### config.mk
export PLATFORM = sky130hd
export DESIGN_NAME = height_slope_shade_pixel_core
export DESIGN_NICKNAME = d
export VERILOG_FILES = /design/src/rtl/core/hssp_pkg.sv /design/src/rtl/core/hssp_lane.sv /design/src/rtl/core/hssp_merge.sv /design/src/rtl/core/hssp_div.sv /design/src/rtl/core/hssp_shade.sv /design/src/rtl/core/height_slope_shade_pixel_core.sv
export SDC_FILE = /design/constraint.sdc
export NUM_CORES = 2
export LEC_CHECK = 0
export BUFFER_PORTS_ARGS = -buffer_cell sky130_fd_sc_hd__buf_2
export CAP_MARGIN = 20
export CORE_MARGIN = 5
export CORE_UTILIZATION = 47
export DETAILED_ROUTE_END_ITERATION = 8
export GPL_ROUTABILITY_DRIVEN = 0
export PLACE_DENSITY_LB_ADDON = 0.3
export RECOVER_POWER = 100
export SYNTH_ARGS = -nofsm -noshare
export SYNTH_HDL_FRONTEND = slang
export SYNTH_SLANG_ARGS = --single-unit
### constraint.sdc
create_clock -name clk -period 7.2 [get_ports clk]
set_input_delay 1.44 -clock clk [delete_from_list [all_inputs] [get_ports clk]]
set_output_delay 1.44 -clock clk [all_outputs]
set_load 0.01 [all_outputs]
### src/rtl/core/hssp_pkg.sv
// ----------------------------------------------------------------------------
// hssp_pkg: shared types and constants for the height slope shade core
// Transaction structs, fixed-point widths and the divider reciprocal table.
// ----------------------------------------------------------------------------
package hssp_pkg;

    // Fixed-point format of the heights and of the shade factor
    localparam int FRAC_BITS = 12;
    localparam int ONE       = 1 << FRAC_BITS;
    localparam int F_W       = FRAC_BITS + 1;   // shade factor holds 0..ONE

    // Window geometry
    localparam int CELLS      = 9;
    localparam int CENTER_IDX = 4;
    localparam int H_W        = 16;             // height width
    localparam int DIFF_W     = 16;             // |hc - hq| is at most 65535
    localparam int GRP_W      = DIFF_W + 2;     // sum of three differences
    localparam int SUM_W      = DIFF_W + 3;     // sum over the window
    localparam int CNT_W      = 4;              // 0..9 present cells
    localparam int RECIP_W    = SUM_W + 1;      // reciprocal of count, SUM_W fraction bits
    localparam int MEAN_W     = SUM_W;

    // Depth tint gains and output scaling
    localparam int TINT_G_GAIN = 200;
    localparam int TINT_B_GAIN = 100;
    localparam int SHADE_GAIN  = 255;
    localparam int TINT_W      = 8;
    localparam int GAIN_W      = 8;
    localparam int MAG_W       = H_W + 1;
    localparam int TPROD_W     = MAG_W + GAIN_W;

    // Divide by three over 0..765: multiply by ceil(2^11 / 3) and shift
    localparam int DIV3_SHIFT = 11;
    localparam int DIV3_MUL   = ((1 << DIV3_SHIFT) + 2) / 3;
    localparam int RGB_SUM_W  = 10;
    localparam int DIV3_W     = RGB_SUM_W + DIV3_SHIFT;

    // Pipeline depth from accepted start to done
    localparam int LATENCY = 8;

    typedef struct packed {
        logic [8:0]             present_mask;
        logic signed [H_W-1:0]  h_nw;
        logic signed [H_W-1:0]  h_n;
        logic signed [H_W-1:0]  h_ne;
        logic signed [H_W-1:0]  h_w;
        logic signed [H_W-1:0]  h_c;
        logic signed [H_W-1:0]  h_e;
        logic signed [H_W-1:0]  h_sw;
        logic signed [H_W-1:0]  h_s;
        logic signed [H_W-1:0]  h_se;
    } item_t;

    typedef struct packed {
        logic [7:0] gray;
        logic       written;
    } result_t;

    // Per-transaction control that rides alongside the datapath
    typedef struct packed {
        logic              valid;
        logic              written;
        logic [TINT_W-1:0] tg;
        logic [TINT_W-1:0] tb;
    } side_t;

    // floor(2^SUM_W / c): the quotient estimate is exact or one low
    function automatic logic [RECIP_W-1:0] recip(input logic [CNT_W-1:0] c);
        logic [RECIP_W-1:0] r;
        unique case (c)
            4'd1:    r = RECIP_W'((1 << SUM_W) / 1);
            4'd2:    r = RECIP_W'((1 << SUM_W) / 2);
            4'd3:    r = RECIP_W'((1 << SUM_W) / 3);
            4'd4:    r = RECIP_W'((1 << SUM_W) / 4);
            4'd5:    r = RECIP_W'((1 << SUM_W) / 5);
            4'd6:    r = RECIP_W'((1 << SUM_W) / 6);
            4'd7:    r = RECIP_W'((1 << SUM_W) / 7);
            4'd8:    r = RECIP_W'((1 << SUM_W) / 8);
            4'd9:    r = RECIP_W'((1 << SUM_W) / 9);
            default: r = '0;
        endcase
        return r;
    endfunction

endpackage

### src/rtl/core/hssp_lane.sv
// ----------------------------------------------------------------------------
// hssp_lane: one window cell
// Registers the absolute height difference to the center, zero when absent.
// ----------------------------------------------------------------------------
module hssp_lane
    import hssp_pkg::*;
(
    input  logic                  clk,
    input  logic signed [H_W-1:0] hc,
    input  logic signed [H_W-1:0] hq,
    input  logic                  present,
    output logic [DIFF_W-1:0]     diff
);

    logic signed [H_W:0] delta;
    logic signed [H_W:0] mag;
    logic [DIFF_W-1:0]   diff_reg;
    logic [DIFF_W-1:0]   diff_next;

    // Form |hc - hq| at full precision, drop absent cells
    always_comb
    begin
        delta     = $signed({hc[H_W-1], hc}) - $signed({hq[H_W-1], hq});
        mag       = delta[H_W] ? -delta : delta;
        diff_next = present ? mag[DIFF_W-1:0] : '0;
    end

    always_ff @(posedge clk)
    begin
        diff_reg <= diff_next;
    end

    assign diff = diff_reg;

endmodule

### src/rtl/core/hssp_merge.sv
// ----------------------------------------------------------------------------
// hssp_merge: lane merge tree
// Sums the nine lane differences in two registered levels.
// ----------------------------------------------------------------------------
module hssp_merge
    import hssp_pkg::*;
(
    input  logic                    clk,
    input  logic                    rst_n,
    input  logic [DIFF_W-1:0]       diff [CELLS],
    input  logic [CNT_W-1:0]        cnt_in,
    input  side_t                   side_in,
    output logic [SUM_W-1:0]        sum,
    output logic [CNT_W-1:0]        cnt_out,
    output side_t                   side_out
);

    logic [GRP_W-1:0] grp_reg  [3];
    logic [GRP_W-1:0] grp_next [3];
    logic [CNT_W-1:0] cnt_a_reg;
    side_t            side_a_reg;
    logic [SUM_W-1:0] sum_reg;
    logic [SUM_W-1:0] sum_next;
    logic [CNT_W-1:0] cnt_b_reg;
    side_t            side_b_reg;

    // First level: one partial sum per window row
    always_comb
    begin
        for (int i = 0; i < 3; i++)
        begin
            grp_next[i] = GRP_W'(diff[3*i]) + GRP_W'(diff[3*i+1]) + GRP_W'(diff[3*i+2]);
        end
    end

    // Second level: total over the window (center lane is zero)
    always_comb
    begin
        sum_next = SUM_W'(grp_reg[0]) + SUM_W'(grp_reg[1]) + SUM_W'(grp_reg[2]);
    end

    always_ff @(posedge clk)
    begin
        grp_reg   <= grp_next;
        cnt_a_reg <= cnt_in;
        sum_reg   <= sum_next;
        cnt_b_reg <= cnt_a_reg;
    end

    // Advance the transaction side data; clear the valid flags on reset
    always_ff @(posedge clk or negedge rst_n)
    begin
        if (!rst_n)
        begin
            side_a_reg <= '0;
            side_b_reg <= '0;
        end
        else
        begin
            side_a_reg <= side_in;
            side_b_reg <= side_a_reg;
        end
    end

    assign sum      = sum_reg;
    assign cnt_out  = cnt_b_reg;
    assign side_out = side_b_reg;

endmodule

### src/rtl/core/hssp_div.sv
// ----------------------------------------------------------------------------
// hssp_div: mean of the window differences
// Divides the sum by the cell count (1..9) through a reciprocal multiply
// and a single correction step.
// ----------------------------------------------------------------------------
module hssp_div
    import hssp_pkg::*;
(
    input  logic               clk,
    input  logic               rst_n,
    input  logic [SUM_W-1:0]   sum,
    input  logic [CNT_W-1:0]   cnt,
    input  side_t              side_in,
    output logic [MEAN_W-1:0]  mean,
    output side_t              side_out
);

    localparam int PROD_W = SUM_W + RECIP_W;
    localparam int BACK_W = SUM_W + CNT_W;

    logic [PROD_W-1:0] prod;
    logic [SUM_W-1:0]  q0_reg;
    logic [SUM_W-1:0]  q0_next;
    logic [SUM_W-1:0]  sum_reg;
    logic [CNT_W-1:0]  cnt_reg;
    side_t             side_a_reg;
    logic [BACK_W-1:0] back;
    logic [BACK_W-1:0] rem;
    logic [MEAN_W-1:0] mean_reg;
    logic [MEAN_W-1:0] mean_next;
    side_t             side_b_reg;

    // Quotient estimate: floor(sum * recip / 2^SUM_W), exact or one low
    always_comb
    begin
        prod    = PROD_W'(sum) * PROD_W'(recip(cnt));
        q0_next = prod[SUM_W +: SUM_W];
    end

    // Correct the estimate from the remainder
    always_comb
    begin
        back = BACK_W'(q0_reg) * BACK_W'(cnt_reg);
        rem  = BACK_W'(sum_reg) - back;
        if (rem >= BACK_W'(cnt_reg))
        begin
            mean_next = MEAN_W'(q0_reg) + MEAN_W'(1);
        end
        else
        begin
            mean_next = MEAN_W'(q0_reg);
        end
    end

    always_ff @(posedge clk)
    begin
        q0_reg   <= q0_next;
        sum_reg  <= sum;
        cnt_reg  <= cnt;
        mean_reg <= mean_next;
    end

    // Advance the transaction side data; clear the valid flags on reset
    always_ff @(posedge clk or negedge rst_n)
    begin
        if (!rst_n)
        begin
            side_a_reg <= '0;
            side_b_reg <= '0;
        end
        else
        begin
            side_a_reg <= side_in;
            side_b_reg <= side_a_reg;
        end
    end

    assign mean     = mean_reg;
    assign side_out = side_b_reg;

endmodule

### src/rtl/core/hssp_shade.sv
// ----------------------------------------------------------------------------
// hssp_shade: shade factor and gray level
// Turns the mean slope into the shade factor, scales the red level and the
// depth tints by it, and averages the three channels to one gray level.
// ----------------------------------------------------------------------------
module hssp_shade
    import hssp_pkg::*;
(
    input  logic              clk,
    input  logic              rst_n,
    input  logic [MEAN_W-1:0] mean,
    input  side_t             side_in,
    output result_t           result,
    output logic              done
);

    localparam int CMP_W  = MEAN_W + 2;
    localparam int CPROD_W = F_W + GAIN_W;

    logic [CMP_W-1:0]   twice;
    logic [F_W-1:0]     f_reg;
    logic [F_W-1:0]     f_next;
    side_t              side_a_reg;
    logic [CPROD_W-1:0] r_prod;
    logic [CPROD_W-1:0] g_prod;
    logic [CPROD_W-1:0] b_prod;
    logic [7:0]         r_reg;
    logic [7:0]         g_reg;
    logic [7:0]         b_reg;
    logic               written_b_reg;
    logic               valid_b_reg;
    logic [RGB_SUM_W-1:0] rgb_sum;
    logic [DIV3_W-1:0]  div3_prod;
    logic [7:0]         gray_next;
    result_t            result_reg;
    logic               done_reg;

    // f = ONE - min(2 * mean, ONE)
    always_comb
    begin
        twice = {1'b0, mean, 1'b0};
        if (twice >= CMP_W'(ONE))
        begin
            f_next = '0;
        end
        else
        begin
            f_next = F_W'(CMP_W'(ONE) - twice);
        end
    end

    // Scale each channel by the shade factor
    always_comb
    begin
        r_prod = CPROD_W'(SHADE_GAIN) * CPROD_W'(f_reg);
        g_prod = CPROD_W'(side_a_reg.tg) * CPROD_W'(f_reg);
        b_prod = CPROD_W'(side_a_reg.tb) * CPROD_W'(f_reg);
    end

    // Average the channels; absent center forces black
    always_comb
    begin
        rgb_sum   = RGB_SUM_W'(r_reg) + RGB_SUM_W'(g_reg) + RGB_SUM_W'(b_reg);
        div3_prod = DIV3_W'(rgb_sum) * DIV3_W'(DIV3_MUL);
        gray_next = written_b_reg ? div3_prod[DIV3_SHIFT +: 8] : '0;
    end

    always_ff @(posedge clk)
    begin
        f_reg              <= f_next;
        r_reg              <= r_prod[FRAC_BITS +: 8];
        g_reg              <= g_prod[FRAC_BITS +: 8];
        b_reg              <= b_prod[FRAC_BITS +: 8];
        written_b_reg      <= side_a_reg.written;
        result_reg.gray    <= gray_next;
        result_reg.written <= written_b_reg;
    end

    // Advance the transaction side data; clear the valid flags on reset
    always_ff @(posedge clk or negedge rst_n)
    begin
        if (!rst_n)
        begin
            side_a_reg  <= '0;
            valid_b_reg <= 1'b0;
            done_reg    <= 1'b0;
        end
        else
        begin
            side_a_reg  <= side_in;
            valid_b_reg <= side_a_reg.valid;
            done_reg    <= valid_b_reg;
        end
    end

    assign result = result_reg;
    assign done   = done_reg;

endmodule

### src/rtl/core/height_slope_shade_pixel_core.sv
// ----------------------------------------------------------------------------
// height_slope_shade_pixel_core: slope and depth shading of one grid pixel
// Nine cell lanes, a merge tree, a count divider and a shading back end.
// ----------------------------------------------------------------------------
// Usage: the core takes one 3x3 window per clock. busy is always low, so a
// transaction is accepted on every cycle that start is high, and its result
// appears on result with done high, for one cycle
// only. The receiver cannot hold results off; it must take result whenever
// done is high. The 8-stage pipeline is set by the lane stage, two merge tree
// levels, the two-step reciprocal divider and the three shading stages.
// ----------------------------------------------------------------------------
module height_slope_shade_pixel_core
    import hssp_pkg::*;
(
    input  logic    clk,
    input  logic    rst_n,
    input  logic    start,
    output logic    busy,
    input  item_t   item,
    output logic    done,
    output result_t result
);

    logic signed [H_W-1:0] cell_h [CELLS];
    logic [DIFF_W-1:0]     diff   [CELLS];
    logic                  accept;
    logic [MAG_W-1:0]      mag;
    logic [TPROD_W-1:0]    tg_prod;
    logic [TPROD_W-1:0]    tb_prod;
    logic [TPROD_W-1:0]    tg_q;
    logic [TPROD_W-1:0]    tb_q;
    side_t                 side_next;
    side_t                 side1_reg;
    logic [CNT_W-1:0]      cnt_next;
    logic [CNT_W-1:0]      cnt_reg;
    logic [SUM_W-1:0]      sum;
    logic [CNT_W-1:0]      cnt_m;
    side_t                 side_m;
    logic [MEAN_W-1:0]     mean;
    side_t                 side_d;

    assign busy   = 1'b0;
    assign accept = start && !busy;

    // Window cells in mask bit order
    assign cell_h[0] = item.h_nw;
    assign cell_h[1] = item.h_n;
    assign cell_h[2] = item.h_ne;
    assign cell_h[3] = item.h_w;
    assign cell_h[4] = item.h_c;
    assign cell_h[5] = item.h_e;
    assign cell_h[6] = item.h_sw;
    assign cell_h[7] = item.h_s;
    assign cell_h[8] = item.h_se;

    // One lane per window cell
    for (genvar i = 0; i < CELLS; i++)
    begin : g_lane
        hssp_lane u_lane (
            .clk     (clk),
            .hc      (item.h_c),
            .hq      (cell_h[i]),
            .present (item.present_mask[i]),
            .diff    (diff[i])
        );
    end

    // Depth tints from the center height, and the present cell count
    always_comb
    begin
        mag     = item.h_c[H_W-1] ? MAG_W'(-$signed({item.h_c[H_W-1], item.h_c})) : '0;
        tg_prod = TPROD_W'(mag) * TPROD_W'(TINT_G_GAIN);
        tb_prod = TPROD_W'(mag) * TPROD_W'(TINT_B_GAIN);
        tg_q    = tg_prod >> FRAC_BITS;
        tb_q    = tb_prod >> FRAC_BITS;
        side_next.valid   = accept;
        side_next.written = item.present_mask[CENTER_IDX];
        side_next.tg      = (tg_q > TPROD_W'(255)) ? 8'hFF : tg_q[TINT_W-1:0];
        side_next.tb      = (tb_q > TPROD_W'(255)) ? 8'hFF : tb_q[TINT_W-1:0];
        cnt_next          = CNT_W'($countones(item.present_mask));
    end

    always_ff @(posedge clk)
    begin
        cnt_reg <= cnt_next;
    end

    // Hold the side data of the lane stage; clear the valid flag on reset
    always_ff @(posedge clk or negedge rst_n)
    begin
        if (!rst_n)
        begin
            side1_reg <= '0;
        end
        else
        begin
            side1_reg <= side_next;
        end
    end

    hssp_merge u_merge (
        .clk      (clk),
        .rst_n    (rst_n),
        .diff     (diff),
        .cnt_in   (cnt_reg),
        .side_in  (side1_reg),
        .sum      (sum),
        .cnt_out  (cnt_m),
        .side_out (side_m)
    );

    hssp_div u_div (
        .clk      (clk),
        .rst_n    (rst_n),
        .sum      (sum),
        .cnt      (cnt_m),
        .side_in  (side_m),
        .mean     (mean),
        .side_out (side_d)
    );

    hssp_shade u_shade (
        .clk     (clk),
        .rst_n   (rst_n),
        .mean    (mean),
        .side_in (side_d),
        .result  (result),
        .done    (done)
    );

    // Every accepted transaction yields done
    assert property (@(posedge clk) disable iff (!rst_n)
        start && !busy |-> ##LATENCY done)
        else $error("accepted transaction produced no result");

    // No result without a matching accepted transaction
    assert property (@(posedge clk) disable iff (!rst_n)
        done |-> $past(start && !busy, LATENCY))
        else $error("result without a transaction");

    // written follows the center presence bit of the same transaction
    assert property (@(posedge clk) disable iff (!rst_n)
        done |-> result.written == $past(item.present_mask[CENTER_IDX], LATENCY))
        else $error("written does not match center presence");

    // Absent center gives black
    assert property (@(posedge clk) disable iff (!rst_n)
        done && !result.written |-> result.gray == 8'd0)
        else $error("gray nonzero for unwritten pixel");

endmodule
; Word level (Yosys, flattened, before mapping)
; Memories as Yosys holds them, arrays and structs flattened. A register that Yosys moved wholly into a read port is not among the register bits.
; Cells that the tools add are included.
[word_totals]
out_inout_bits = 11
mem_bits_ro = 320
wordCells = 119
in_bits = 156
ff_bits = 447
n_memories = 1
[mem_list]
columns = memory, depth, word_bits, read_ports, rd_ports_with_merged_regs, wr, line_no
row1 = (no name shown), 16, 20, 1, 1, 0, hssp_pkg.sv:70  ; unique case (c)
[op_classes]
n_lt_le_gt_ge = 4
add_sub_neg = 40
muxes = 13
n_mul = 8
[ops]
columns = op, count
row1 = $sub 16x16->17, 9
row2 = $mux 16, 9
row3 = $neg 16->16, 9
row4 = $add 18x16->18, 3
row5 = $add 16x16->17, 3
row6 = $mul 17x5->22 const B, 2
row7 = $mul 8x13->20, 2
row8 = $mul 19x20->38, 1
row9 = $ge 23x4->1, 1
row10 = $mul 19x4->23, 1
row11 = $sub 19x23->23, 1
row12 = $ge 20x13->1 const B, 1
row13 = $mul 8x13->20 const A, 1
row14 = $add 18x18->19, 1
row15 = $add 19x1->19 const B, 1
row16 = $add 19x18->19, 1
row17 = $mul 10x10->19 const B, 1
row18 = $mux 19, 1
row19 = $mux 17, 1
row20 = $neg 16->17, 1
row21 = $mux 8, 2
row22 = $gt 13x8->1 const B, 1
row23 = $sub 13x13->13 const A, 1
row24 = $gt 12x8->1 const B, 1
row25 = 6 further kinds, 10

; Logic depth before layout (Yosys ltp)
[depth]
depth_word = 5
mapped_depth = 29
ltp_nobuf = 29

; Modules after synthesis
; A second synthesis with hierarchy kept.
[hier_totals]
cells_unflattened = 6031
area_unflattened_um2 = 53900.4
[by_module_without_submodules]
columns = module, cells_each, seq_area_each_um2, area_each_um2, n_inst
row1 = hssp_div, 1926, 2122.0, 17440.5, 1
row2 = hssp_shade, 1122, 1421.4, 10944.2, 1
row3 = hssp_lane (g_lane[0].u_lane ...), 231, 320.3, 1727.9, 5
row4 = hssp_merge, 589, 2522.4, 6825.3, 1
row5 = hssp_lane (g_lane[5].u_lane ...), 234, 320.3, 1821.7, 2
row6 = height_slope_shade_pixel_core, 334, 530.5, 2977.9, 1
row7 = hssp_lane (g_lane[8].u_lane), 229, 320.3, 1741.7, 1
row8 = hssp_lane (g_lane[7].u_lane), 208, 320.3, 1687.9, 1

; Least setup slack after synthesis
; Ideal clock, no wire load.
[synth_timing]
path_type = flip-flop to flip-flop
start = register (tool-made name)
end = register u_div.q0_reg[18]
path_stages_with_launch = 23
arrival_time_ps = 6642
synth_period_minus_slack_ps = 6706
setup_time_ps = 64
slack_ps = 494
t_required_ps = 7136
n_path_buf = 2
path_cell_list = dfxtp_1 > clkbuf_1 > clkbuf_1 > nand2_1 > fa_1 > inv_1 > fa_1 > inv_1 > fa_1 > fa_1 > inv_1 > fa_1 > fa_1 > ha_1 > and3_1 > a2111oi_0 > o21a_1 > nor3_1 > o311ai_0 > a21boi_0 > o41a_1 > or4_1 > nand4_1
[synth_rtl]
columns = item, line_no
row1 = "end signal, assigned", hssp_div.sv:57  ; q0_reg <= q0_next;
row2 = "end, declared", hssp_div.sv:22  ; logic [SUM_W-1:0] q0_reg;

==> metrics <==
clock skew=0.04992 ns; Max Fclk=144.9 MHz; largest net degree at the start of global routing=87; Max Buffers Root-to-Sink=3; max cap viols=1; Area Growth Syn to Fin=8.751%; top_reg_cell synth=dfxtp_1; #FFs+latches synth=446; max reg flops=128; failing checks=max-capacitance violations, max-slew violations; vias in the first global route=38460; CTS Hold Buffers Added=0; Root Driver=clkbuf_16; Chip Height=335.5 um; CTS Buf Count=51; CTS sink count=446; critical path launch point type=register; row count=119; dominant cells by area after synthesis=fa_1 23%, ha_1 16%, dfxtp_1 14%; Fin. Hold Viols=0; post-DP HPWL=97.99 mm; Critical Path RT=7.75 ns; Wirelength per Cell=16.75 um; GRT Total Usage=21.26%; Vias per Instance=5.272; drc violations=0; largest area contributor in the netlist=fa_1; Die W=335.5 um; via count=37670; first-pass GRT wire length=195.7 mm; syn avg cell area=8.959 sq um; Syn Std Cell Area=0.04979 sq mm; count leader, synth=inv_1; TritonRoute pass-1 iters=5; CP Class=register to register; Hold Path Class=register to register; synth cell count leaders=972 x inv_1, 628 x ha_1, 577 x fa_1, 470 x nand2_1, 336 x dfxtp_1; endpoint of the worst-slack reg-to-reg timing path=u_div.q0_reg[18]; fraction of registers with async set/reset=24.66%; fillers=9684; post-synth cell types=84; Starting DRT DRC Count=1954; Skew-Pair Late Insertion Delay=0.64 ns; Final min period=6.899 ns; RSZ-0062 raised after global routing=no; initial antenna violation count=4; Post-synth EDFFs=0; Data arrival, critical path=7.45 ns; Core ar.=0.1053 sq mm; final setup vio count=0; CP Max Fanout=12; share of layout cells above drive strength 1=5.650%; warnings from Yosys=0; gr ovfl total=0; final period utilization=95.82%; Relative slew margins=-156.5%; Post-DRT Antenna Nets=0; final wirelength=119.6 mm; CP endpoint kind=register; Worst setup endpoint=u_div.q0_reg[18]; Register-to-Register Path Depth=21; worst-margin pin slew=3.847 ns; CTS tree=yes; # IOs=167; H-tree Lvls=2; final net count=7072; post-synthesis instance total=5557; Seq/Total Area, Yosys=19.04%; final setup TNS=0 ns; die area=0.1125 sq mm; reg2reg setup slack=0.30 ns; CTS clock-pin slew for the worst setup and hold paths=0.06 ns; fin. max-slew vios=80; starting density of the core=47.29%; Buffers on Ports=165; area fraction of the dominant cell type after synthesis=23.20%; Setup Fix Bufs, Post-CTS=0; outcome=finished, violations left
timing repair:
item	CTS	global route
setup endpoints to repair	0	3
resized for setup	0	5
endpoints found under the hold margin	0	0
metal layers:
| layer | part of all wire, % | wire, um | up-vias | GRT usage (%) |
|---|---|---|---|---|
| li1 | - | - | 18350 | - |
| met1 | 45 | 54270 | 18240 | 28.73 |
| met2 | 47 | 55790 | 887 | 36.00 |
| met3 | 5.2 | 6279 | 182 | 3.088 |
| met4 | 2.8 | 3290 | 2 | 5.581 |
| met5 | 0.0059 | 7 | - | 0 |
kinds of logic after synthesis:
group / share of synthesized area, %
buffers and inverters: 8.379
other: 0.01508
muxes: 0.2915
AOI/OAI and AO/OA: 10.89
DFF: 19.04
and+or+nand+nor: 15.97
xor gates and xnor gates: 6.431
adders and majority gates: 38.98
stage by stage:
| stage | worst slack [ns] | instance area [sq um] | hold WS [ns] | utilization [%] | std cells |
|---|---|---|---|---|---|
| global route | 0.01406 | 54140 | 0.3323 | 51.43 | 7143 |
| finish | 0.3007 | 54140 | 0.3255 | 51.43 | 7144 |
| CTS | 0.1493 | 54160 | 0.3232 | 51.45 | 7138 |
| floorplan | 0.4941 | 49800 | 0.3096 | - | 5560 |
| global placement | 0.3523 | 52330 | 0.3121 | 49.72 | 7044 |
| detailed placement | 0.1886 | 52330 | 0.3165 | 49.72 | 7044 |
placed cells by master (no fill, tap or decap), types with 32 or more instances in the layout:
cell	n
a211oi_1	34
ha_1	628
a21oi_1	236
o21bai_1	35
nor2_1	268
nand2b_1	40
clkbuf_16	52
buf_2	150
fa_1	577
nor4_1	33
xor2_1	118
o21a_1	57
or3_1	55
inv_1	972
nand2_1	470
dfxtp_1	333
and3_1	38
dfrtp_1	110
buf_4	54
nor2b_1	64
clkbuf_1	43
o21ai_0	154
a21o_1	71
a31oi_1	32
nor3_1	102
nand3_1	94
xnor2_1	245
and2_1	293
worst max-delay path: stages (launching register included):
cell	delay (ns)
dfxtp_1	0.69
nand2_1	0.15
fa_1	0.52
inv_1	0.05
fa_1	0.47
fa_1	0.54
inv_1	0.06
fa_1	0.50
fa_1	0.49
inv_1	0.05
fa_1	0.43
ha_1	0.33
a21oi_1	0.15
o21ai_0	0.10
a2111oi_0	0.42
o21a_1	0.30
nor3_1	0.12
o311ai_1	0.35
a21boi_0	0.17
o41a_1	0.35
or4_1	0.48
nand4_1	0.11
area by class of cell:
type	count	area [sq um]	area share (%)
multi-input combinational	4004	36140	66.75
clock buffer	69	1405	2.595
clock inverter	25	422.9	0.7811
inverter	973	3652	6.746
timing repair buffer	235	1296	2.394
sequential	446	9483	17.51
tap	1391	1740	3.215
antenna	1	2.502	0.004622
how the worst min path moves through the flow:
stage                              start               endpoint  slack, ns  cells past startpoint
floorplan             u_merge.cnt_out[0]       u_div.cnt_reg[0]       0.31                      0
detailed placement            cnt_reg[0]   u_merge.cnt_a_reg[0]       0.32                      0
global route           u_div.side_out[4]  u_shade.side_a_reg[4]       0.33                      0
finish              u_div.side_a_reg[13]     u_div.side_out[13]       0.33                      0
CTS                 u_div.side_a_reg[13]     u_div.side_out[13]       0.32                      0
global placement              cnt_reg[0]   u_merge.cnt_a_reg[0]       0.31                      0
Power is not shown: default switching activity piles up to over one toggle a cycle in this logic, so the estimate is an artifact.
